==> config.mk <==
export PLATFORM = sky130hd
export DESIGN_NAME = fpe_ctrl
export DESIGN_NICKNAME = d
export VERILOG_FILES = /design/src/rtl/core/fpe_pkg.sv /design/src/rtl/core/fpe_ctrl.sv
export SDC_FILE = /design/constraint.sdc
export NUM_CORES = 1
export LEC_CHECK = 0
export ABC_AREA = 1
export BUFFER_PORTS_ARGS = -buffer_cell sky130_fd_sc_hd__buf_2
export CAP_MARGIN = 20
export CORE_ASPECT_RATIO = 1.1
export CORE_MARGIN = 1.5
export CORE_UTILIZATION = 55
export DETAILED_ROUTE_END_ITERATION = 8
export PLACE_DENSITY = 0.81
export SLEW_MARGIN = 10
export SYNTH_ARGS = -nofsm -noshare
export SYNTH_HDL_FRONTEND = slang
export SYNTH_SLANG_ARGS = --single-unit
==> constraint.sdc <==
create_clock -name i_clk -period 3.8 [get_ports i_clk]
set_clock_uncertainty 0.1 [all_clocks]
set_input_delay 0.76 -clock i_clk [delete_from_list [all_inputs] [get_ports i_clk]]
set_output_delay 0.76 -clock i_clk [all_outputs]
set_load 0.1 [all_outputs]
==> src/rtl/core/fpe_pkg.sv <==
// ----------------------------------------------------------------------------
// fpe_pkg
// Shared types and constants for the frustum plane extractor.
// ----------------------------------------------------------------------------
package fpe_pkg;

    localparam int FRAC_BITS_DEF = 16;
    localparam int COEF_W        = 32;
    localparam int MINLEN_W      = 17;
    localparam int PLANE_W       = 3;
    localparam logic [MINLEN_W-1:0] MINLEN_RESET = 17'd7;
    localparam logic [PLANE_W-1:0]  PLANE_LAST   = 3'd5;

    // Commands from the controller to the datapath.
    typedef struct packed {
        logic                store;
        logic                load;
        logic                sq;
        logic                rinit;
        logic                rstep;
        logic                dinit;
        logic                dstep;
        logic                dwrite;
        logic [1:0]          k;
        logic [PLANE_W-1:0]  plane;
    } t_cmd;

    // Status from the datapath to the controller.
    typedef struct packed {
        logic scaled;
    } t_stat;

    // Matrix row that is combined with row 3 for a given plane.
    function automatic logic [1:0] plane_src(input logic [PLANE_W-1:0] plane);
        logic [1:0] src;
        case (plane)
            3'd0, 3'd1: src = 2'd2;
            3'd2, 3'd3: src = 2'd0;
            default:    src = 2'd1;
        endcase
        return src;
    endfunction

endpackage

==> src/rtl/core/fpe_ctrl.sv <==
// ----------------------------------------------------------------------------
// fpe_ctrl
// Sequencer for the six planes: sums, squares, root, four divides if scaled, emit.
// ----------------------------------------------------------------------------
module fpe_ctrl #(
    parameter int FRAC_BITS = fpe_pkg::FRAC_BITS_DEF
) (
    input  logic                         i_clk,
    input  logic                         i_rst_n,
    input  logic                         i_start,
    input  logic                         i_compute_now,
    output logic                         o_busy,
    output fpe_pkg::t_cmd                o_cmd,
    input  fpe_pkg::t_stat               i_stat,
    output logic                         o_valid,
    output logic [fpe_pkg::PLANE_W-1:0]  o_plane_id,
    output logic                         o_was_scaled,
    output logic                         o_last_plane
);
    import fpe_pkg::*;

    localparam int DW = COEF_W + FRAC_BITS;
    localparam int CW = $clog2(DW);
    localparam logic [CW-1:0] DIV_LAST  = CW'(DW - 1);
    localparam logic [CW-1:0] ROOT_LAST = CW'(31);

    typedef enum logic [3:0] {
        S_IDLE, S_LOAD, S_SQ, S_RINIT, S_ROOT, S_CHECK,
        S_DINIT, S_DIV, S_DWRITE, S_EMIT
    } t_state;

    t_state              r_state, n_state;
    logic [PLANE_W-1:0]  r_plane, n_plane;
    logic [1:0]          r_k, n_k;
    logic [CW-1:0]       r_cnt, n_cnt;
    logic                r_scaled, n_scaled;
    logic                r_valid;
    logic                accept;

    assign accept = i_start && (r_state == S_IDLE);

    always_comb begin
        n_state  = r_state;
        n_plane  = r_plane;
        n_k      = r_k;
        n_cnt    = r_cnt;
        n_scaled = r_scaled;
        o_cmd        = '0;
        o_cmd.store  = accept;
        o_cmd.k      = r_k;
        o_cmd.plane  = r_plane;
        case (r_state)
            S_IDLE: begin
                if (accept && i_compute_now) begin
                    n_plane = '0;
                    n_state = S_LOAD;
                end
            end
            S_LOAD: begin
                o_cmd.load = 1'b1;
                n_k        = '0;
                n_state    = S_SQ;
            end
            S_SQ: begin
                o_cmd.sq = 1'b1;
                n_k      = r_k + 2'd1;
                if (r_k == 2'd3) begin
                    n_state = S_RINIT;
                end
            end
            S_RINIT: begin
                o_cmd.rinit = 1'b1;
                n_cnt       = '0;
                n_state     = S_ROOT;
            end
            S_ROOT: begin
                o_cmd.rstep = 1'b1;
                n_cnt       = r_cnt + 1'b1;
                if (r_cnt == ROOT_LAST) begin
                    n_state = S_CHECK;
                end
            end
            S_CHECK: begin
                n_scaled = i_stat.scaled;
                n_k      = '0;
                n_state  = i_stat.scaled ? S_DINIT : S_EMIT;
            end
            S_DINIT: begin
                o_cmd.dinit = 1'b1;
                n_cnt       = '0;
                n_state     = S_DIV;
            end
            S_DIV: begin
                o_cmd.dstep = 1'b1;
                n_cnt       = r_cnt + 1'b1;
                if (r_cnt == DIV_LAST) begin
                    n_state = S_DWRITE;
                end
            end
            S_DWRITE: begin
                o_cmd.dwrite = 1'b1;
                n_k          = r_k + 2'd1;
                n_state      = (r_k == 2'd3) ? S_EMIT : S_DINIT;
            end
            S_EMIT: begin
                if (r_plane == PLANE_LAST) begin
                    n_state = S_IDLE;
                end else begin
                    n_plane = r_plane + 1'b1;
                    n_state = S_LOAD;
                end
            end
            default: begin
                n_state = S_IDLE;
            end
        endcase
    end

    always_ff @(posedge i_clk) begin
        if (!i_rst_n) begin
            r_state  <= S_IDLE;
            r_plane  <= '0;
            r_k      <= '0;
            r_cnt    <= '0;
            r_scaled <= 1'b0;
            r_valid  <= 1'b0;
        end else begin
            r_state  <= n_state;
            r_plane  <= n_plane;
            r_k      <= n_k;
            r_cnt    <= n_cnt;
            r_scaled <= n_scaled;
            r_valid  <= (n_state == S_EMIT);
        end
    end

    assign o_busy       = (r_state != S_IDLE);
    assign o_valid      = r_valid;
    assign o_plane_id   = r_plane;
    assign o_was_scaled = r_scaled;
    assign o_last_plane = (r_plane == PLANE_LAST);

endmodule

==> results of run 1 <==
## report_power, final
group	internal [mW]	leakage (nW)	switching (mW)	total (mW)
clock	0.0393	0.0177	0.0620	0.101
sequential	0.182	0.137	0.00426	0.186
combinational	0.0144	0.460	0.0757	0.0901
## worst paths after layout
check              from         end  slack [ns]  cells past startpoint
max          r_state[3]    o_cmd[7]        1.29                      4
min            r_cnt[3]    r_cnt[3]        0.38                      2
max reg2reg    r_cnt[0]  r_state[2]        2.19                      8
min reg2reg    r_cnt[3]    r_cnt[3]        0.38                      2
## synth_stat cells
library cell  instances
nand3_1              11
xor2_1                1
a21oi_2               1
o21ai_0               6
nor3_1                1
inv_1                26
nand2_2               1
nand2_1              41
nor2_2                1
nor2_1               23
nand4_1               1
a21boi_0              1
ha_1                  4
buf_4                 4
a21oi_1              12
dfxtp_1              17
clkbuf_1              1
nor4_1                1
## state kept, by name (all words and copies together) (netlist names)
signal / flops
r_k: 2
r_cnt: 6
o_plane_id: 3
r_state: 4
o_valid: 1
o_was_scaled: 1
## stage by stage
step                cell area, µm²   util  hold slack, ns
finish                        1100  0.688           0.379
global route                  1100  0.688           0.412
CTS                           1100  0.688           0.384
detailed placement            1070  0.671           0.369
global placement              1070  0.671           0.357
floorplan                      962      -           0.347
## layer usage
layer / GRT usage / vias to the layer above
met5: 0 / -
met4: 0.113 / 0
met3: 0.0231 / 11
met2: 0.397 / 38
met1: 0.256 / 426
li1: - / 517
## cell usage in the layout, fill, tap and decap left out, drive strengths merged
| cell type | netlist | final |
|---|---|---|
| o21ai | 6 | 6 |
| dfxtp | 17 | 17 |
| a21boi | 1 | 1 |
| a21oi | 13 | 13 |
| nand2 | 42 | 42 |
| nand4 | 1 | 1 |
| ha | 4 | 4 |
| buf | 4 | 24 |
| nor2 | 24 | 24 |
| nand3 | 11 | 11 |
| xor2 | 1 | 1 |
| inv | 26 | 26 |
| nor3 | 1 | 1 |
| clkinv | 0 | 1 |
| clkbuf | 1 | 3 |
| nor4 | 1 | 1 |
## worst max-delay path: stages, from the launching register on
cell     delay (ns)
dfxtp_1        0.34
inv_1          0.11
nand2_1        0.15
nor3_1         0.26
buf_2          0.48
## layout make-up
class	instances	area [µm²]
flip-flops and latches	17	340
clock inverters	1	5.00
well taps	17	21.3
multi-input cells	105	490
repair buffers	24	120
fillers	160	498
inverters	26	97.6
clock buffers	3	22.5
## kinds of logic (layout without fill, tap and decap cells)
kind of cell | Yosys count | in the layout
AOI/OAI and AO/OA | 20 | 20
adders and majority gates | 4 | 4
xor gates and xnor gates | 1 | 1
DFF | 17 | 17
and+or+nand+nor | 80 | 80
buffers and inverters | 31 | 54
==> summary.txt, run 1 <==
Outcome
  – Status: complete, no violations

Flow run
  – Max-Cap Viols: 0

Layout
  – Syn-to-layout area delta: 14.0%
  – NumNets Final: 186
  – Diodes inserted: 0
  – Fraction of layout cells with a size suffix above 1: 0.176
  – Layout Cells excl Fill: 193

Worst setup path
  – CP startpoint kind: register
  – CP Class: reg -> out
  – Max FO, Critical Path: 5
  – Setup crit end kind: output pin
  – CP arrival: 1.65 ns
  – Crit path required time: 2.94 ns

Floorplan
  – Row cnt: 15
  – Initial core utilization: 0.603
  – Die height: 46.9 µm
  – Die W: 42.9 µm
  – Ports: 25
  – Die ar.: 2010 µm²
  – Core box area: 1600 µm²

Synthesis
  – Mux share of post-synthesis cell area: 0
  – Yosys warning total: 0
  – Synth Area in Compound Gates: 0.111
  – Post-synth cell types: 18
  – Top cell type's share of synthesized area: 0.354
  – Main combinational cell family by area after synthesis: simple AND/OR/NAND/NOR gates
  – Synth Cell Area: 962 µm²
  – Gate Count Post-Synth: 153
  – Syn nets: 162
  – Post-synthesis sequential area ratio: 0.354
  – Simple-gate share of the synthesized area: 0.338
  – Xor/xnor share of the synthesized area: 0.00910
  – Synthesized area per cell: 6.29 µm²
  – Synth Area in Adders: 0.0520
  – Largest area contributor in the netlist: dfxtp_1
  – Main area contributors after synthesis: dfxtp_1, nand2_1, inv_1, nor2_1, a21oi_1
  – #FFs+latches synth: 17

Hold path
  – Hold WC Path Type: reg -> reg

Drt
  – Met1 wire length: 922 µm
  – Top routing layer used: met4
  – DR WL met3: 113 µm
  – Remaining DRCs: 0
  – WL final: 2110 µm
  – Met2 routed wirelength: 991 µm
  – First drt pass iteration count: 4
  – Routed wirelength normalized by instance count: 10.9 µm
  – DRT iter0 DRCs: 32
  – Antenna viol nets, final: 0
  – Vias per Instance: 5.14
  – DR vias: 992

STA
  – Max Freq: 0.398 GHz
  – Relative slew margins: 0.678
  – Setup TNS: 0 ns
  – Setup slack after layout: 1.29 ns
  – Final setup violation count: 0
  – Final Critical Period: 2.51 ns
  – Slew Viols, Final: 0
  – Least-Margin Pin Slew: 0.487 ns
  – Unrepaired setup endpoints after global routing: false
  – Period utilisation layout: 0.661
  – Endpoints failing hold: 0

GRT
  – Pin count of the biggest net entering global routing: 13
  – Antenna violations before repair: 0
  – Grt ovf: 0
  – Vias in the first global route: 808
  – First-pass GRT wire length: 3240 µm
  – Total Routing Usage GR: 0.217

Placed design
  – GPL Wtd Cong: 0.881
  – Setup WS pre-CTS: 1.51 ns
  – DP HPWL: 1630 µm
  – Placed cells: 189
  – PortBufs: 24

Clock tree
  – Hold_buf cts: 0
  – Post-CTS sizing: 0
  – Clock Path Buffers: 2
  – CTS Root Cell: clkbuf_4
  – CTS tree: done
  – Post-CTS Repair Setup Buffers: 0
  – CTS Sinks: 17
  – Total CTS buffers: 3
  – H-tree Lvls: 1
  – CTS clk-pin slew, worst paths: 0.11 ns
  – Clk_lat worst skew: 0.30 ns

Pwr
  – Total Power: 0.378 mW
  – Leak: 0.615 nW
  – Peak supply drop: 0.000200 V
  – Pwr dens: 344 nW/µm²
No activity file was read; power rests on OpenSTA's default activity.
==> run 2, diff against run 1 <==
--- a/config.mk
+++ b/config.mk
@@ -10,9 +10,9 @@
 export CAP_MARGIN = 20
 export CORE_ASPECT_RATIO = 1.1
 export CORE_MARGIN = 1.5
-export CORE_UTILIZATION = 55
+export CORE_UTILIZATION = 46
 export DETAILED_ROUTE_END_ITERATION = 8
-export PLACE_DENSITY = 0.81
+export PLACE_DENSITY = 0.72
 export SLEW_MARGIN = 10
 export SYNTH_ARGS = -nofsm -noshare
 export SYNTH_HDL_FRONTEND = slang
==> constraint.sdc (replaced) <==
create_clock -name i_clk -period 2.14 [get_ports i_clk]
set_clock_uncertainty 0.1 [all_clocks]
set_input_delay 0.428 -clock i_clk [delete_from_list [all_inputs] [get_ports i_clk]]
set_output_delay 0.428 -clock i_clk [all_outputs]
set_load 0.1 [all_outputs]
==> summary.txt, run 2 (synthesis results as in run 1) <==
Layout
  – NumNets Final: 186 (unchanged)
  – Fraction of layout cells with a size suffix above 1: 0.210 (was 0.176)
  – Fillers: 203 (was 160)
  – Diodes inserted: 0 (unchanged)
  – Biggest register: r_cnt (unchanged)
  – Most frequent cells in the layout: nand2_1, inv_1, nor2_1 (was nand2_1, inv_1, buf_2)
  – Syn-to-layout area delta: 20.0% (was 14.0%)
  – Max reg flops: 6 (unchanged)
  – Commonest non-fill, non-tap cell in the layout: nand2_1 (unchanged)

Worst setup path
  – Crit path max-delay cell type: dfxtp_1 (was buf_2)
  – R2R Setup Slk: 0.60 ns (was 2.19 ns)
  – Reg-to-Reg Start: r_cnt[0] (unchanged)
  – Worst Path Buf+Inv: 2 (unchanged)
  – Max FO, Critical Path: 6 (was 5)
  – CP Class: reg -> out (unchanged)
  – Delay-heaviest family, CP: simple AND/OR/NAND/NOR gates (was buffers and inverters)
  – Critical Path Max Stage Delay: 0.40 ns (was 0.48 ns)
  – CP cell instances: nor2_1, nand2_1, inv_1, clkbuf_4 (was inv_1, nand2_1, nor3_1, buf_2)
  – Crit path required time: 1.61 ns (was 2.94 ns)
  – CP arrival: 1.55 ns (was 1.65 ns)
  – Timing startpoint of the critical path: r_state[0] (was r_state[3])
  – CP startpoint kind: register (unchanged)
  – Setup crit end kind: output pin (unchanged)

Floorplan
  – Core box area: 2000 µm² (was 1600 µm²)
  – Row cnt: 17 (was 15)
  – Die W: 46.6 µm (was 42.9 µm)
  – Initial core utilization: 0.481 (was 0.603)
  – Die ar.: 2380 µm² (was 2010 µm²)
  – Die height: 51.0 µm (was 46.9 µm)
  – Ports: 25 (unchanged)

Clock tree
  – H-tree Lvls: 1 (unchanged)
  – Total CTS buffers: 3 (unchanged)
  – CTS clk-pin slew, worst paths: 0.11 ns (about the same)
  – Clock Path Buffers: 2 (unchanged)
  – CTS Sinks: 17 (unchanged)
  – CTS tree: done (unchanged)
  – Hold_buf cts: 0 (unchanged)
  – CTS Root Cell: clkbuf_4 (unchanged)
  – Clk_lat worst skew: 0.31 ns (was 0.30 ns)

Pwr
  – Total Power: 0.684 mW (was 0.378 mW)
  – Leak: 0.617 nW (was 0.615 nW)
  – Pwr dens: 592 nW/µm² (was 344 nW/µm²)
  – Peak supply drop: 0.000285 V (was 0.000200 V)

STA
  – Endpoints failing hold: 0 (unchanged)
  – Slew Viols, Final: 0 (unchanged)
  – Period utilisation layout: 0.972
  – Least-Margin Pin Slew: 0.487 ns (about the same)
  – Final Critical Period: 2.08 ns
  – Max Freq: 0.481 GHz
  – Setup TNS: 0 ns (unchanged)
  – Relative slew margins: 0.678 (about the same)
  – Unrepaired setup endpoints after global routing: false (unchanged)
  – Final setup violation count: 0 (unchanged)

Drt
  – WL final: 2170 µm (was 2110 µm)
  – First drt pass iteration count: 5 (was 4)
  – Remaining DRCs: 0 (unchanged)
  – Antenna viol nets, final: 0 (unchanged)
  – DRT iter0 DRCs: 17 (was 32)
  – DR vias: 996 (was 992)
  – Vias per Instance: 4.88 (was 5.14)
  – Routed wirelength normalized by instance count: 10.6 µm (was 10.9 µm)

Flow run
  – Max-Cap Viols: 0 (unchanged)

Placed design
  – PortBufs: 24 (unchanged)
  – GPL Wtd Cong: 0.840 (was 0.881)
  – DP HPWL: 1660 µm (was 1630 µm)

GRT
  – Vias in the first global route: 879 (was 808)
  – Grt ovf: 0 (unchanged)
  – First-pass GRT wire length: 3530 µm (was 3240 µm)
  – Antenna violations before repair: 0 (unchanged)
  – Total Routing Usage GR: 0.208 (was 0.217)
  – Pin count of the biggest net entering global routing: 13 (unchanged)

Hold path
  – Hold WC Path Type: in -> reg (was reg -> reg)
  – Hold Startpoint: i_rst_n (was r_cnt[3])

Outcome
  – Status: complete, no violations (unchanged)
[run 2: cell count changes in the layout (fill, tap and decap cells not counted), sizes merged]
cell    change
buf         -6
clkbuf      +6
[run 2: area by class of cell]
cell class | instances | area, µm² | area share
repair buffers | 24 | 144 | 0.125
clock inverters | 1 | 5.00 | 0.00433
multi-input cells | 105 | 507 | 0.439
inverters | 26 | 97.6 | 0.0845
well taps | 28 | 35.0 | 0.0303
flip-flops and latches | 17 | 344 | 0.298
clock buffers | 3 | 22.5 | 0.0195
[run 2: report_power, final]
part	total [mW]	internal (mW)	switching, mW
Combinational	0.163	0.0279	0.135
Sequential	0.332	0.324	0.00826
Clock	0.189	0.0699	0.119
Total	0.684	0.421	0.262
[run 2: per-layer routing]
metal / share of wire / up-vias / global-route usage / wire (µm)
li1: - / 516 / - / -
met1: 0.46 / 441 / 0.269 / 989
met2: 0.47 / 32 / 0.310 / 1030
met3: 0.043 / 7 / 0.0459 / 94
met4: 0.027 / 0 / 0.119 / 58
met5: 0 / - / 0 / 0
[run 2: through the flow]
stage	instance area, µm²	instances	setup WS [ns]	util	hold slack [ns]
finish	1150	204	0.0602	0.578	0.289
global route	1150	204	0.0112	0.578	0.288
detailed placement	1100	200	0.299	0.549	0.372
global placement	1100	200	0.312	0.549	0.359
CTS	1130	204	0.000768	0.564	0.290
floorplan	977	153	0.0155	-	0.347
[run 2: final timing paths]
check,endpoint,depth (start not counted)
worst max register to register,r_state[1],8
worst min register to register,r_cnt[3],2
worst max-delay path,o_cmd[5],4
worst min-delay path,o_plane_id[1],3
[run 2: worst register-to-register path: stages (launching register included)]
cell,delay (ns)
dfxtp_1,0.39
ha_1,0.20
nand3_1,0.17
nor2_1,0.16
nor2_1,0.06
nor2_1,0.11
nand2_1,0.10
nor2_1,0.10
nor2_1,0.05
[run 2: timing repair]
action | in CTS | in global routing
endpoints found under the setup margin | 1 | 8
buffers inserted | 0 | 0
gates resized for setup | 1 | 11
